===== config.mk =====
export PLATFORM = sky130hd
export DESIGN_NAME = prescaled_reload_timer_with_free_run_flat
export DESIGN_NICKNAME = d
export VERILOG_FILES = /design/src/design/prt_pkg.sv /design/src/design/prt_if.sv /design/src/design/prt_core.sv /design/src/design/prescaled_reload_timer_with_free_run.sv /design/src/flat_wrapper.sv
export VERILOG_INCLUDE_DIRS = /design/src /design/src/design
export SDC_FILE = /design/constraint.sdc
export NUM_CORES = 1
export LEC_CHECK = 0
export ABC_CLOCK_PERIOD_IN_PS = 2700
export BUFFER_PORTS_ARGS = -buffer_cell sky130_fd_sc_hd__buf_2
export CAP_MARGIN = 0
export CORE_ASPECT_RATIO = 0.9
export CORE_MARGIN = 10
export CORE_UTILIZATION = 50
export DETAILED_ROUTE_END_ITERATION = 7
export PLACE_DENSITY_LB_ADDON = 0.15
export SLEW_MARGIN = 20
export SYNTH_ARGS = -nofsm -noshare
export SYNTH_HDL_FRONTEND = slang
export SYNTH_SLANG_ARGS = --single-unit

===== constraint.sdc =====
create_clock -name clk -period 2.7 [get_ports clk]
set_clock_uncertainty 0.15 [all_clocks]
set_input_delay 0.405 -clock clk [delete_from_list [all_inputs] [get_ports clk]]
set_output_delay 0.405 -clock clk [all_outputs]
set_load 0.01 [all_outputs]

===== src/design/prescaled_reload_timer_with_free_run_macros.svh =====
// Assertion macros for the timer design files; used by prt_core.
// Included by modules that carry concurrent assertions; depends on nothing.
`ifndef PRESCALED_RELOAD_TIMER_WITH_FREE_RUN_MACROS_SVH
`define PRESCALED_RELOAD_TIMER_WITH_FREE_RUN_MACROS_SVH

// Same-cycle implication, disabled while reset is asserted.
`define PRT_ASSERT_NOW(label, clk, rst_n, ante, cons, msg) \
    label: assert property (@(posedge clk) disable iff (!rst_n) (ante) |-> (cons)) \
        else $error(msg);

// Next-cycle implication, disabled while reset is asserted.
`define PRT_ASSERT_NEXT(label, clk, rst_n, ante, cons, msg) \
    label: assert property (@(posedge clk) disable iff (!rst_n) (ante) |=> (cons)) \
        else $error(msg);

`endif


===== src/design/prt_pkg.sv =====
// Shared types, register codes and constants of the prescaled reload timer.
// Used by the channel interfaces, the core and the top level; no dependencies.
package prt_pkg;

    localparam int COUNT_BITS_DEFAULT  = 32;
    localparam int PREDIV_BITS_DEFAULT = 10;

    localparam int DATA_BITS = 32;
    localparam int CTRL_BITS = 24;

    localparam logic [7:0]           FREE_PRESCALE_RESET = 8'h3E;
    localparam logic [CTRL_BITS-1:0] CTRL_RESET = {FREE_PRESCALE_RESET, 16'h0000};

    // Control register bit positions.
    localparam int CTRL_WIDE_BIT     = 1;
    localparam int CTRL_PRESCALE_LSB = 2;
    localparam int CTRL_IRQ_EN_BIT   = 5;
    localparam int CTRL_ENABLE_BIT   = 7;
    localparam int CTRL_DBG_HALT_BIT = 8;
    localparam int CTRL_FREE_EN_BIT  = 9;
    localparam int CTRL_FREE_PS_LSB  = 16;

    // Prescale selector codes; the remaining codes divide by one.
    localparam logic [1:0] PRESCALE_DIV16  = 2'd1;
    localparam logic [1:0] PRESCALE_DIV256 = 2'd2;

    localparam logic [7:0] PRESCALE_TOP_DIV1   = 8'd0;
    localparam logic [7:0] PRESCALE_TOP_DIV16  = 8'd15;
    localparam logic [7:0] PRESCALE_TOP_DIV256 = 8'd255;

    typedef enum logic [1:0] {
        FUNC_TICK  = 2'd0,
        FUNC_READ  = 2'd1,
        FUNC_WRITE = 2'd2
    } func_t;

    // Register map.
    localparam logic [2:0] REG_LOAD      = 3'd0;
    localparam logic [2:0] REG_VALUE     = 3'd1;
    localparam logic [2:0] REG_CTRL      = 3'd2;
    localparam logic [2:0] REG_IRQ_CLEAR = 3'd3;
    localparam logic [2:0] REG_RAW_IRQ   = 3'd4;
    localparam logic [2:0] REG_MASK_IRQ  = 3'd5;
    localparam logic [2:0] REG_PREDIV    = 3'd6;
    localparam logic [2:0] REG_FREECOUNT = 3'd7;

    typedef struct packed {
        logic [1:0]           func;
        logic [2:0]           reg_index;
        logic [DATA_BITS-1:0] write_data;
        logic                 debug_halted;
    } item_t;

    typedef struct packed {
        logic [DATA_BITS-1:0] read_data;
        logic                 irq_line;
    } result_t;

endpackage


===== src/design/prt_if.sv =====
// Valid/ready channel interfaces for the timer's command and response beats.
// Depends on prt_pkg for the data width.
interface prt_cmd_if;
    logic                           valid;
    logic                           ready;
    logic [1:0]                     func;
    logic [2:0]                     reg_index;
    logic [prt_pkg::DATA_BITS-1:0]  write_data;
    logic                           debug_halted;

    modport source (output valid, output func, output reg_index, output write_data,
                    output debug_halted, input ready);
    modport sink   (input valid, input func, input reg_index, input write_data,
                    input debug_halted, output ready);
endinterface

interface prt_rsp_if;
    logic                           valid;
    logic                           ready;
    logic [prt_pkg::DATA_BITS-1:0]  read_data;
    logic                           irq_line;

    modport source (output valid, output read_data, output irq_line, input ready);
    modport sink   (input valid, input read_data, input irq_line, output ready);
endinterface


===== src/design/prt_core.sv =====
// Timer state registers and the single-pass update for one command beat.
// Depends on prt_pkg and the assertion macros header.
`include "prescaled_reload_timer_with_free_run_macros.svh"

module prt_core #(
    parameter int COUNT_BITS  = prt_pkg::COUNT_BITS_DEFAULT,
    parameter int PREDIV_BITS = prt_pkg::PREDIV_BITS_DEFAULT
) (
    input  logic            clk,
    input  logic            rst_n,
    input  logic            exec,
    input  prt_pkg::item_t  item,
    output prt_pkg::result_t result
);

    localparam logic [COUNT_BITS-1:0] MASK16 = COUNT_BITS'(17'h0FFFF);

    logic [prt_pkg::DATA_BITS-1:0] load_reg, load_next;
    logic [COUNT_BITS-1:0]         down_count_reg, down_count_next;
    logic [prt_pkg::CTRL_BITS-1:0] ctrl_reg, ctrl_next;
    logic                          raw_irq_reg, raw_irq_next;
    logic [PREDIV_BITS-1:0]        prediv_limit_reg, prediv_limit_next;
    logic [PREDIV_BITS-1:0]        prediv_count_reg, prediv_count_next;
    logic [7:0]                    prescale_count_reg, prescale_count_next;
    logic [7:0]                    free_ps_count_reg, free_ps_count_next;
    logic [prt_pkg::DATA_BITS-1:0] free_count_reg, free_count_next;

    logic [COUNT_BITS-1:0] count_mask;
    logic [COUNT_BITS-1:0] count_masked;
    logic [COUNT_BITS-1:0] count_dec;
    logic [7:0]            prescale_top;
    logic [7:0]            free_top;
    logic                  frozen;
    logic                  is_tick;
    logic                  is_write;
    logic [prt_pkg::DATA_BITS-1:0] read_value;

    assign count_mask   = ctrl_reg[prt_pkg::CTRL_WIDE_BIT] ? '1 : MASK16;
    assign count_masked = down_count_reg & count_mask;
    assign count_dec    = count_masked - 1'b1;
    assign free_top     = ctrl_reg[prt_pkg::CTRL_FREE_PS_LSB +: 8];
    assign frozen       = item.debug_halted & ctrl_reg[prt_pkg::CTRL_DBG_HALT_BIT];
    assign is_tick      = exec && (item.func == prt_pkg::FUNC_TICK);
    assign is_write     = exec && (item.func == prt_pkg::FUNC_WRITE);

    always_comb
    begin
        case (ctrl_reg[prt_pkg::CTRL_PRESCALE_LSB +: 2])
            prt_pkg::PRESCALE_DIV16:  prescale_top = prt_pkg::PRESCALE_TOP_DIV16;
            prt_pkg::PRESCALE_DIV256: prescale_top = prt_pkg::PRESCALE_TOP_DIV256;
            default:                  prescale_top = prt_pkg::PRESCALE_TOP_DIV1;
        endcase
    end

    always_comb
    begin
        load_next           = load_reg;
        down_count_next     = down_count_reg;
        ctrl_next           = ctrl_reg;
        raw_irq_next        = raw_irq_reg;
        prediv_limit_next   = prediv_limit_reg;
        prediv_count_next   = prediv_count_reg;
        prescale_count_next = prescale_count_reg;
        free_ps_count_next  = free_ps_count_reg;
        free_count_next     = free_count_reg;

        if (is_tick && !frozen)
        begin
            if (ctrl_reg[prt_pkg::CTRL_ENABLE_BIT])
            begin
                // A lowered limit still fires once the count has reached or passed it.
                if (prediv_count_reg >= prediv_limit_reg)
                begin
                    prediv_count_next = '0;
                    if (prescale_count_reg >= prescale_top)
                    begin
                        prescale_count_next = '0;
                        if (count_masked == '0)
                        begin
                            down_count_next = load_reg[COUNT_BITS-1:0] & count_mask;
                        end
                        else
                        begin
                            down_count_next = count_dec;
                            if (count_dec == '0)
                            begin
                                raw_irq_next = 1'b1;
                            end
                        end
                    end
                    else
                    begin
                        prescale_count_next = prescale_count_reg + 8'd1;
                    end
                end
                else
                begin
                    prediv_count_next = prediv_count_reg + 1'b1;
                end
            end
            if (ctrl_reg[prt_pkg::CTRL_FREE_EN_BIT])
            begin
                if (free_ps_count_reg >= free_top)
                begin
                    free_ps_count_next = '0;
                    free_count_next    = free_count_reg + 1'b1;
                end
                else
                begin
                    free_ps_count_next = free_ps_count_reg + 8'd1;
                end
            end
        end

        if (is_write)
        begin
            case (item.reg_index)
                prt_pkg::REG_LOAD:
                begin
                    load_next       = item.write_data;
                    down_count_next = item.write_data[COUNT_BITS-1:0] & count_mask;
                end
                prt_pkg::REG_CTRL:      ctrl_next = item.write_data[prt_pkg::CTRL_BITS-1:0];
                prt_pkg::REG_IRQ_CLEAR: raw_irq_next = 1'b0;
                prt_pkg::REG_PREDIV:    prediv_limit_next = item.write_data[PREDIV_BITS-1:0];
                default:                ;
            endcase
        end
    end

    always_comb
    begin
        case (item.reg_index)
            prt_pkg::REG_LOAD:      read_value = load_reg;
            prt_pkg::REG_VALUE:     read_value = prt_pkg::DATA_BITS'(down_count_reg);
            prt_pkg::REG_CTRL:      read_value = prt_pkg::DATA_BITS'(ctrl_reg);
            prt_pkg::REG_RAW_IRQ:   read_value = prt_pkg::DATA_BITS'(raw_irq_reg);
            prt_pkg::REG_MASK_IRQ:
                read_value = prt_pkg::DATA_BITS'(raw_irq_reg & ctrl_reg[prt_pkg::CTRL_IRQ_EN_BIT]);
            prt_pkg::REG_PREDIV:    read_value = prt_pkg::DATA_BITS'(prediv_limit_reg);
            prt_pkg::REG_FREECOUNT: read_value = free_count_reg;
            default:                read_value = '0;
        endcase
    end

    assign result.read_data = (item.func == prt_pkg::FUNC_READ) ? read_value : '0;
    assign result.irq_line  = raw_irq_next & ctrl_next[prt_pkg::CTRL_IRQ_EN_BIT];

    always_ff @(posedge clk or negedge rst_n)
    begin
        if (!rst_n)
        begin
            load_reg           <= '0;
            down_count_reg     <= '0;
            ctrl_reg           <= prt_pkg::CTRL_RESET;
            raw_irq_reg        <= 1'b0;
            prediv_limit_reg   <= '0;
            prediv_count_reg   <= '0;
            prescale_count_reg <= '0;
            free_ps_count_reg  <= '0;
            free_count_reg     <= '0;
        end
        else if (exec)
        begin
            load_reg           <= load_next;
            down_count_reg     <= down_count_next;
            ctrl_reg           <= ctrl_next;
            raw_irq_reg        <= raw_irq_next;
            prediv_limit_reg   <= prediv_limit_next;
            prediv_count_reg   <= prediv_count_next;
            prescale_count_reg <= prescale_count_next;
            free_ps_count_reg  <= free_ps_count_next;
            free_count_reg     <= free_count_next;
        end
    end

    // The raw interrupt is only ever set by a counter step.
    `PRT_ASSERT_NOW(a_irq_set_by_tick, clk, rst_n, $rose(raw_irq_reg),
        $past(is_tick), "raw interrupt set without a tick")
    // A write to the clear register always leaves the raw interrupt low.
    `PRT_ASSERT_NEXT(a_irq_clear, clk, rst_n,
        is_write && (item.reg_index == prt_pkg::REG_IRQ_CLEAR),
        !raw_irq_reg, "raw interrupt not cleared")
    // A tick with the timer disabled never moves the down counter.
    `PRT_ASSERT_NEXT(a_disabled_hold, clk, rst_n,
        is_tick && !ctrl_reg[prt_pkg::CTRL_ENABLE_BIT],
        $stable(down_count_reg) && $stable(prescale_count_reg),
        "down counter moved while disabled")

endmodule


===== src/design/prescaled_reload_timer_with_free_run.sv =====
// Prescaled reload timer with a free-running counter.
// Each command beat on cmd is a clock tick (func 0), a register read (func 1) or a
// register write (func 2, data in write_data); debug_halted matters on ticks only.
// Every command beat yields exactly one response beat on rsp with read_data (zero
// unless the beat was a read) and irq_line, the masked interrupt after that beat.
// A beat passes an input register, then the state update and result selection,
// then the response register, which takes it once it is empty or rsp is ready;
// rsp valid rises when the response register is loaded. One beat is taken every
// cycle while rsp is drained.
// The rate is set by the state update in prt_core, which sees each beat's effect
// before the next one executes.
// When rsp stalls, the response register holds its beat and the input register
// holds one more; cmd ready drops only when both are full and rsp is not ready.
// Reset clears all timer state, sets the free-run prescale field of ctrl to 0x3E,
// and empties both pipeline registers.
// Depends on prt_pkg, prt_if and prt_core.
module prescaled_reload_timer_with_free_run #(
    parameter int COUNT_BITS  = prt_pkg::COUNT_BITS_DEFAULT,
    parameter int PREDIV_BITS = prt_pkg::PREDIV_BITS_DEFAULT
) (
    input logic     clk,
    input logic     rst_n,
    prt_cmd_if.sink cmd,
    prt_rsp_if.source rsp
);

    logic              in_valid_reg;
    prt_pkg::item_t    in_item_reg;
    logic              out_valid_reg;
    prt_pkg::result_t  out_result_reg;
    prt_pkg::result_t  core_result;
    logic              advance;

    assign advance   = in_valid_reg && (!out_valid_reg || rsp.ready);
    assign cmd.ready = !in_valid_reg || advance;

    always_ff @(posedge clk or negedge rst_n)
    begin
        if (!rst_n)
        begin
            in_valid_reg <= 1'b0;
        end
        else if (cmd.ready)
        begin
            in_valid_reg <= cmd.valid;
        end
    end

    always_ff @(posedge clk)
    begin
        if (cmd.ready && cmd.valid)
        begin
            in_item_reg.func         <= cmd.func;
            in_item_reg.reg_index    <= cmd.reg_index;
            in_item_reg.write_data   <= cmd.write_data;
            in_item_reg.debug_halted <= cmd.debug_halted;
        end
    end

    prt_core #(
        .COUNT_BITS  (COUNT_BITS),
        .PREDIV_BITS (PREDIV_BITS)
    ) u_core (
        .clk    (clk),
        .rst_n  (rst_n),
        .exec   (advance),
        .item   (in_item_reg),
        .result (core_result)
    );

    always_ff @(posedge clk or negedge rst_n)
    begin
        if (!rst_n)
        begin
            out_valid_reg <= 1'b0;
        end
        else if (advance)
        begin
            out_valid_reg <= 1'b1;
        end
        else if (rsp.ready)
        begin
            out_valid_reg <= 1'b0;
        end
    end

    always_ff @(posedge clk)
    begin
        if (advance)
        begin
            out_result_reg <= core_result;
        end
    end

    assign rsp.valid     = out_valid_reg;
    assign rsp.read_data = out_result_reg.read_data;
    assign rsp.irq_line  = out_result_reg.irq_line;

endmodule

===== src/flat_wrapper.sv =====
// flat-port wrapper written by rule: the top's interface ports become plain ports
module prescaled_reload_timer_with_free_run_flat 
#(
    parameter int COUNT_BITS  = prt_pkg::COUNT_BITS_DEFAULT,
    parameter int PREDIV_BITS = prt_pkg::PREDIV_BITS_DEFAULT
)
  (clk, rst_n, cmd_valid, cmd_func, cmd_reg_index, cmd_write_data, cmd_debug_halted, cmd_ready, rsp_valid, rsp_read_data, rsp_irq_line, rsp_ready);
  prt_cmd_if cmd_i ();
  prt_rsp_if rsp_i ();
  input logic clk;
  input logic rst_n;
  input wire logic [$bits(cmd_i.valid)-1:0] cmd_valid;
  input wire logic [$bits(cmd_i.func)-1:0] cmd_func;
  input wire logic [$bits(cmd_i.reg_index)-1:0] cmd_reg_index;
  input wire logic [$bits(cmd_i.write_data)-1:0] cmd_write_data;
  input wire logic [$bits(cmd_i.debug_halted)-1:0] cmd_debug_halted;
  output wire logic [$bits(cmd_i.ready)-1:0] cmd_ready;
  output wire logic [$bits(rsp_i.valid)-1:0] rsp_valid;
  output wire logic [$bits(rsp_i.read_data)-1:0] rsp_read_data;
  output wire logic [$bits(rsp_i.irq_line)-1:0] rsp_irq_line;
  input wire logic [$bits(rsp_i.ready)-1:0] rsp_ready;
  assign cmd_i.valid = cmd_valid;
  assign cmd_i.func = cmd_func;
  assign cmd_i.reg_index = cmd_reg_index;
  assign cmd_i.write_data = cmd_write_data;
  assign cmd_i.debug_halted = cmd_debug_halted;
  assign cmd_ready = cmd_i.ready;
  assign rsp_valid = rsp_i.valid;
  assign rsp_read_data = rsp_i.read_data;
  assign rsp_irq_line = rsp_i.irq_line;
  assign rsp_i.ready = rsp_ready;
  prescaled_reload_timer_with_free_run #(.COUNT_BITS(COUNT_BITS), .PREDIV_BITS(PREDIV_BITS)) u_core (.clk(clk), .rst_n(rst_n), .cmd(cmd_i), .rsp(rsp_i));
endmodule

==> qor.log <==
INFO  timing         tightest_slew=0.764ns
INFO  yosys          synth.avg_cell_area=10.0um^2
INFO  routing        drt-vias-per-instance=6.19
INFO  clocking       cts.sinks=230
INFO  place          detailedPlacementHpwl=26.7mm
INFO  critical_path  arrival_time_reported_for_the_critical_path_endpoint=3.18ns
INFO  floorplanning  core-area=24200um^2
INFO  clocking       cts-root-buf=clkbuf_16
INFO  routing        post_route_antenna_net_violation_count=0
INFO  timing         maxSlewViolCount=0
INFO  yosys          ys_warn_count=0
INFO  clocking       cts_inserted_buffers=25
INFO  yosys          synthCells=1222
INFO  routing        wl_per_cell=22.0um
INFO  yosys          synth-edff-count=71
INFO  timing         timing.final.crit_share=107%
INFO  status         status=finished, violations left
INFO  power          total_power=11.2mW
INFO  yosys          post_synth_main_area_contributors=dfrtp_1 (31%), edfxtp_1 (17%), nand2_1 (5.0%)
INFO  yosys          ys_ff_latch=230
INFO  yosys          synth_largest_type_area_fraction=31.4%
INFO  floorplanning  io-pin-count=77
INFO  final_layout   fin_nets=1501
INFO  final_layout   drive_above_1_share=27.2%
INFO  global_route   grt_pass1_wl=59.9mm
INFO  critical_path  crit_fanout=5
INFO  clocking       clk_latency=0.54ns
INFO  floorplanning  die_footprint=31200um^2
INFO  timing         final.setup.worst_slack=-0.182ns
INFO  timing         fin_hold_ws=0.0442ns
INFO  critical_path  critical_path.startpoint_type=flip-flop
INFO  power          leakagePower=6.65nW
INFO  yosys          yosysUniqueCellTypes=78
INFO  clocking       cts_max_path_buffers=3
INFO  yosys          netlist.top_cell.by_area=dfrtp_1
INFO  floorplanning  die_h=169um
INFO  timing         max_slew_margin_vs_limit=49.1%
INFO  timing         rsz0062_at_grt=true
INFO  status         violations_in_the_final_reports=negative setup slack
INFO  routing        route.vias.total=10800
INFO  final_layout   synthToLayoutAreaGrowth=27.4%
INFO  run            maxCapViolCount=0
INFO  routing        drtIter0Drc=1223
INFO  routing        detail_route.wirelength=38.6mm
INFO  global_route   grt_max_degree=62
INFO  yosys          seq_area_frac_synth=49.8%
INFO  final_layout   ant_cells=0
INFO  floorplanning  fp-row-count=54
INFO  routing        first_pass_detailed_route_iteration_total=7
INFO  clocking       clk_transition_reported_paths=0.06ns
INFO  critical_path  crit_required=3.00ns
INFO  clocking       ctsHtreeMaxLevel=1
INFO  final_layout   num-fill-cells=1912
INFO  yosys          area_of_the_mapped_netlist=12300um^2
INFO  yosys          post_synth_net_total=1298
INFO  global_route   grt_overflow=0
INFO  timing         setup_viol=33
INFO  global_route   grt_pass1_vias=10600
INFO  global_route   grt_antenna_before_repair=0
INFO  place          port_buffers=76
INFO  clocking       cts_tree=built
INFO  critical_path  critPathKind=reg -> reg
INFO  routing        drc=0
INFO  global_route   grt.total_usage=23.9%
INFO  timing         hold_viol=0
INFO  place          placer_congestion=0.923
INFO  power          ir_drop=0.501mV
INFO  floorplanning  initial_utilization=50.8%
INFO  floorplanning  floorplan.die.width=185um
INFO  power          power_density=714nW/um^2
INFO  final_layout   largest_reg_flops=38
INFO  min_path       holdCritPathClass=in -> reg
INFO  timing         clock.fmax=347MHz
INFO  timing         period_minus_slack=2.88ns
INFO  yosys          synthArstFlopShare=69.1%
INFO  yosys          dominantRegCellSynth=dfrtp_1
INFO  critical_path  timing.critical_path.to_type=flip-flop
## routing by layer
layer  track usage, %  up-vias  wire [um]  part of all wire (%)
met5                0        -          0                     0
met4             6.21        0        805                   2.1
met3             5.29       70       3190                   8.3
met2             36.3      439      17600                    46
met1             33.9     5370      17000                    44
li1                 -     4965          -                     -
## layout make-up
class                   instances  area, um^2  share of cell area [%]
multi-input cells             872        6120                    39.1
inverters                      31         119                   0.760
well taps                     308         385                    2.46
flip-flops and latches        230        6120                    39.1
clock inverters                15         135                   0.864
clock buffers                  31         658                    4.21
repair buffers                265        2120                    13.5
## placed cells by master (no fill, tap or decap), drive strengths merged, types with 27 or more instances in the layout
cell type / n
a21oi: 79
a22oi: 46
buf: 223
clkbuf: 33
dfrtp: 154
dlygate4sd3: 40
edfxtp: 71
ha: 34
inv: 31
mux2: 42
nand2: 162
nand3: 39
nand4: 27
nor2: 67
o21ai: 60
xnor2: 34
## logic make-up (layout without fill, tap and decap cells)
kind of cell             count (synthesis)  after routing  share of synthesized area, %
XOR/XNOR                                51             51                          3.64
AND/OR/NAND/NOR                        406            406                          16.3
adder cells (fa/ha/maj)                 34             34                          3.46
multiplexers                            57             57                          5.18
AO/OA/AOI/OAI                          324            324                          17.6
flip-flops                             230            230                          49.8
buffers and inverters                  120            342                          3.96
## worst max-delay path, stage by stage (launching register included)
cell       delay, ns
dfrtp_1         0.41
ha_4            0.32
inv_2           0.05
ha_4            0.25
nand2b_4        0.12
a31oi_4         0.10
o221a_4         0.29
buf_6           0.12
a211oi_4        0.20
buf_6           0.19
clkbuf_16       0.16
nand4_1         0.11
nor3b_2         0.18
o21ai_1         0.12
## synthesized netlist by cell type, drive strengths merged, types with 7 or more instances
cell	count
a31oi	16
mux2i	14
o211ai	7
dfrtp	154
o21ai	60
inv	30
clkbuf	73
ha	34
a211oi	8
nor3	20
and4	12
o2111ai	21
nand4	27
nand2b	10
and3	17
nor4	11
a2111oi	9
o31ai	13
a21o	7
o22ai	16
a22oi	46
buf	16
nand3	39
nand2	162
edfxtp	71
xor2	17
nor2	67
xnor2	34
mux2	42
a21oi	79
## timing repair
item                                   4_1_cts  5_1_grt
setup endpoints to repair                   33       43
endpoints found under the hold margin       77        0
resized for setup                           22       69
setup buffers                                8        8
hold buffers                                40        0
gates cloned                                 0        3
pin swaps                                    2       19
## report_power, final
group	switching (mW)	internal [mW]
logic	1.75	1.47
clock network	1.43	1.93
registers	0.500	4.09
## through the flow
step | worst slack (ns) | area, um^2 | TNS [ns] | std cells | util (%)
5_1_grt | -0.225 | 15600 | -3.74 | 1752 | 64.7
2_1_floorplan | 0.0173 | 12300 | 0 | 1222 | -
4_1_cts | -0.121 | 15200 | -0.876 | 1742 | 63.0
6_report | -0.182 | 15600 | -1.95 | 1752 | 64.7
3_5_place_dp | -0.286 | 13900 | -3.17 | 1648 | 57.3
3_3_place_gp | -0.146 | 13900 | -0.975 | 1648 | 57.3
## worst paths after layout
check / slack, ns / endpoint / cells after the start / from
setup / recovery: -0.18 / u_core.u_core.down_count_reg[21] / 13 / u_core.u_core.ctrl_reg[3]
hold reg to reg: 0.33 / u_core.u_core.load_reg[25] / 2 / u_core.in_item_reg[26]
setup reg to reg: -0.18 / u_core.u_core.down_count_reg[21] / 13 / u_core.u_core.ctrl_reg[3]
max in group asynchronous: 1.44 / u_core.u_core.ctrl_reg[20] / 3 / rst_n
min in group asynchronous: 0.20 / u_core.u_core.prescale_count_reg[2] / 2 / rst_n
hold / removal: 0.04 / u_core.rsp.valid / 3 / rsp_ready
No activity file was read; power rests on OpenSTA's default activity.
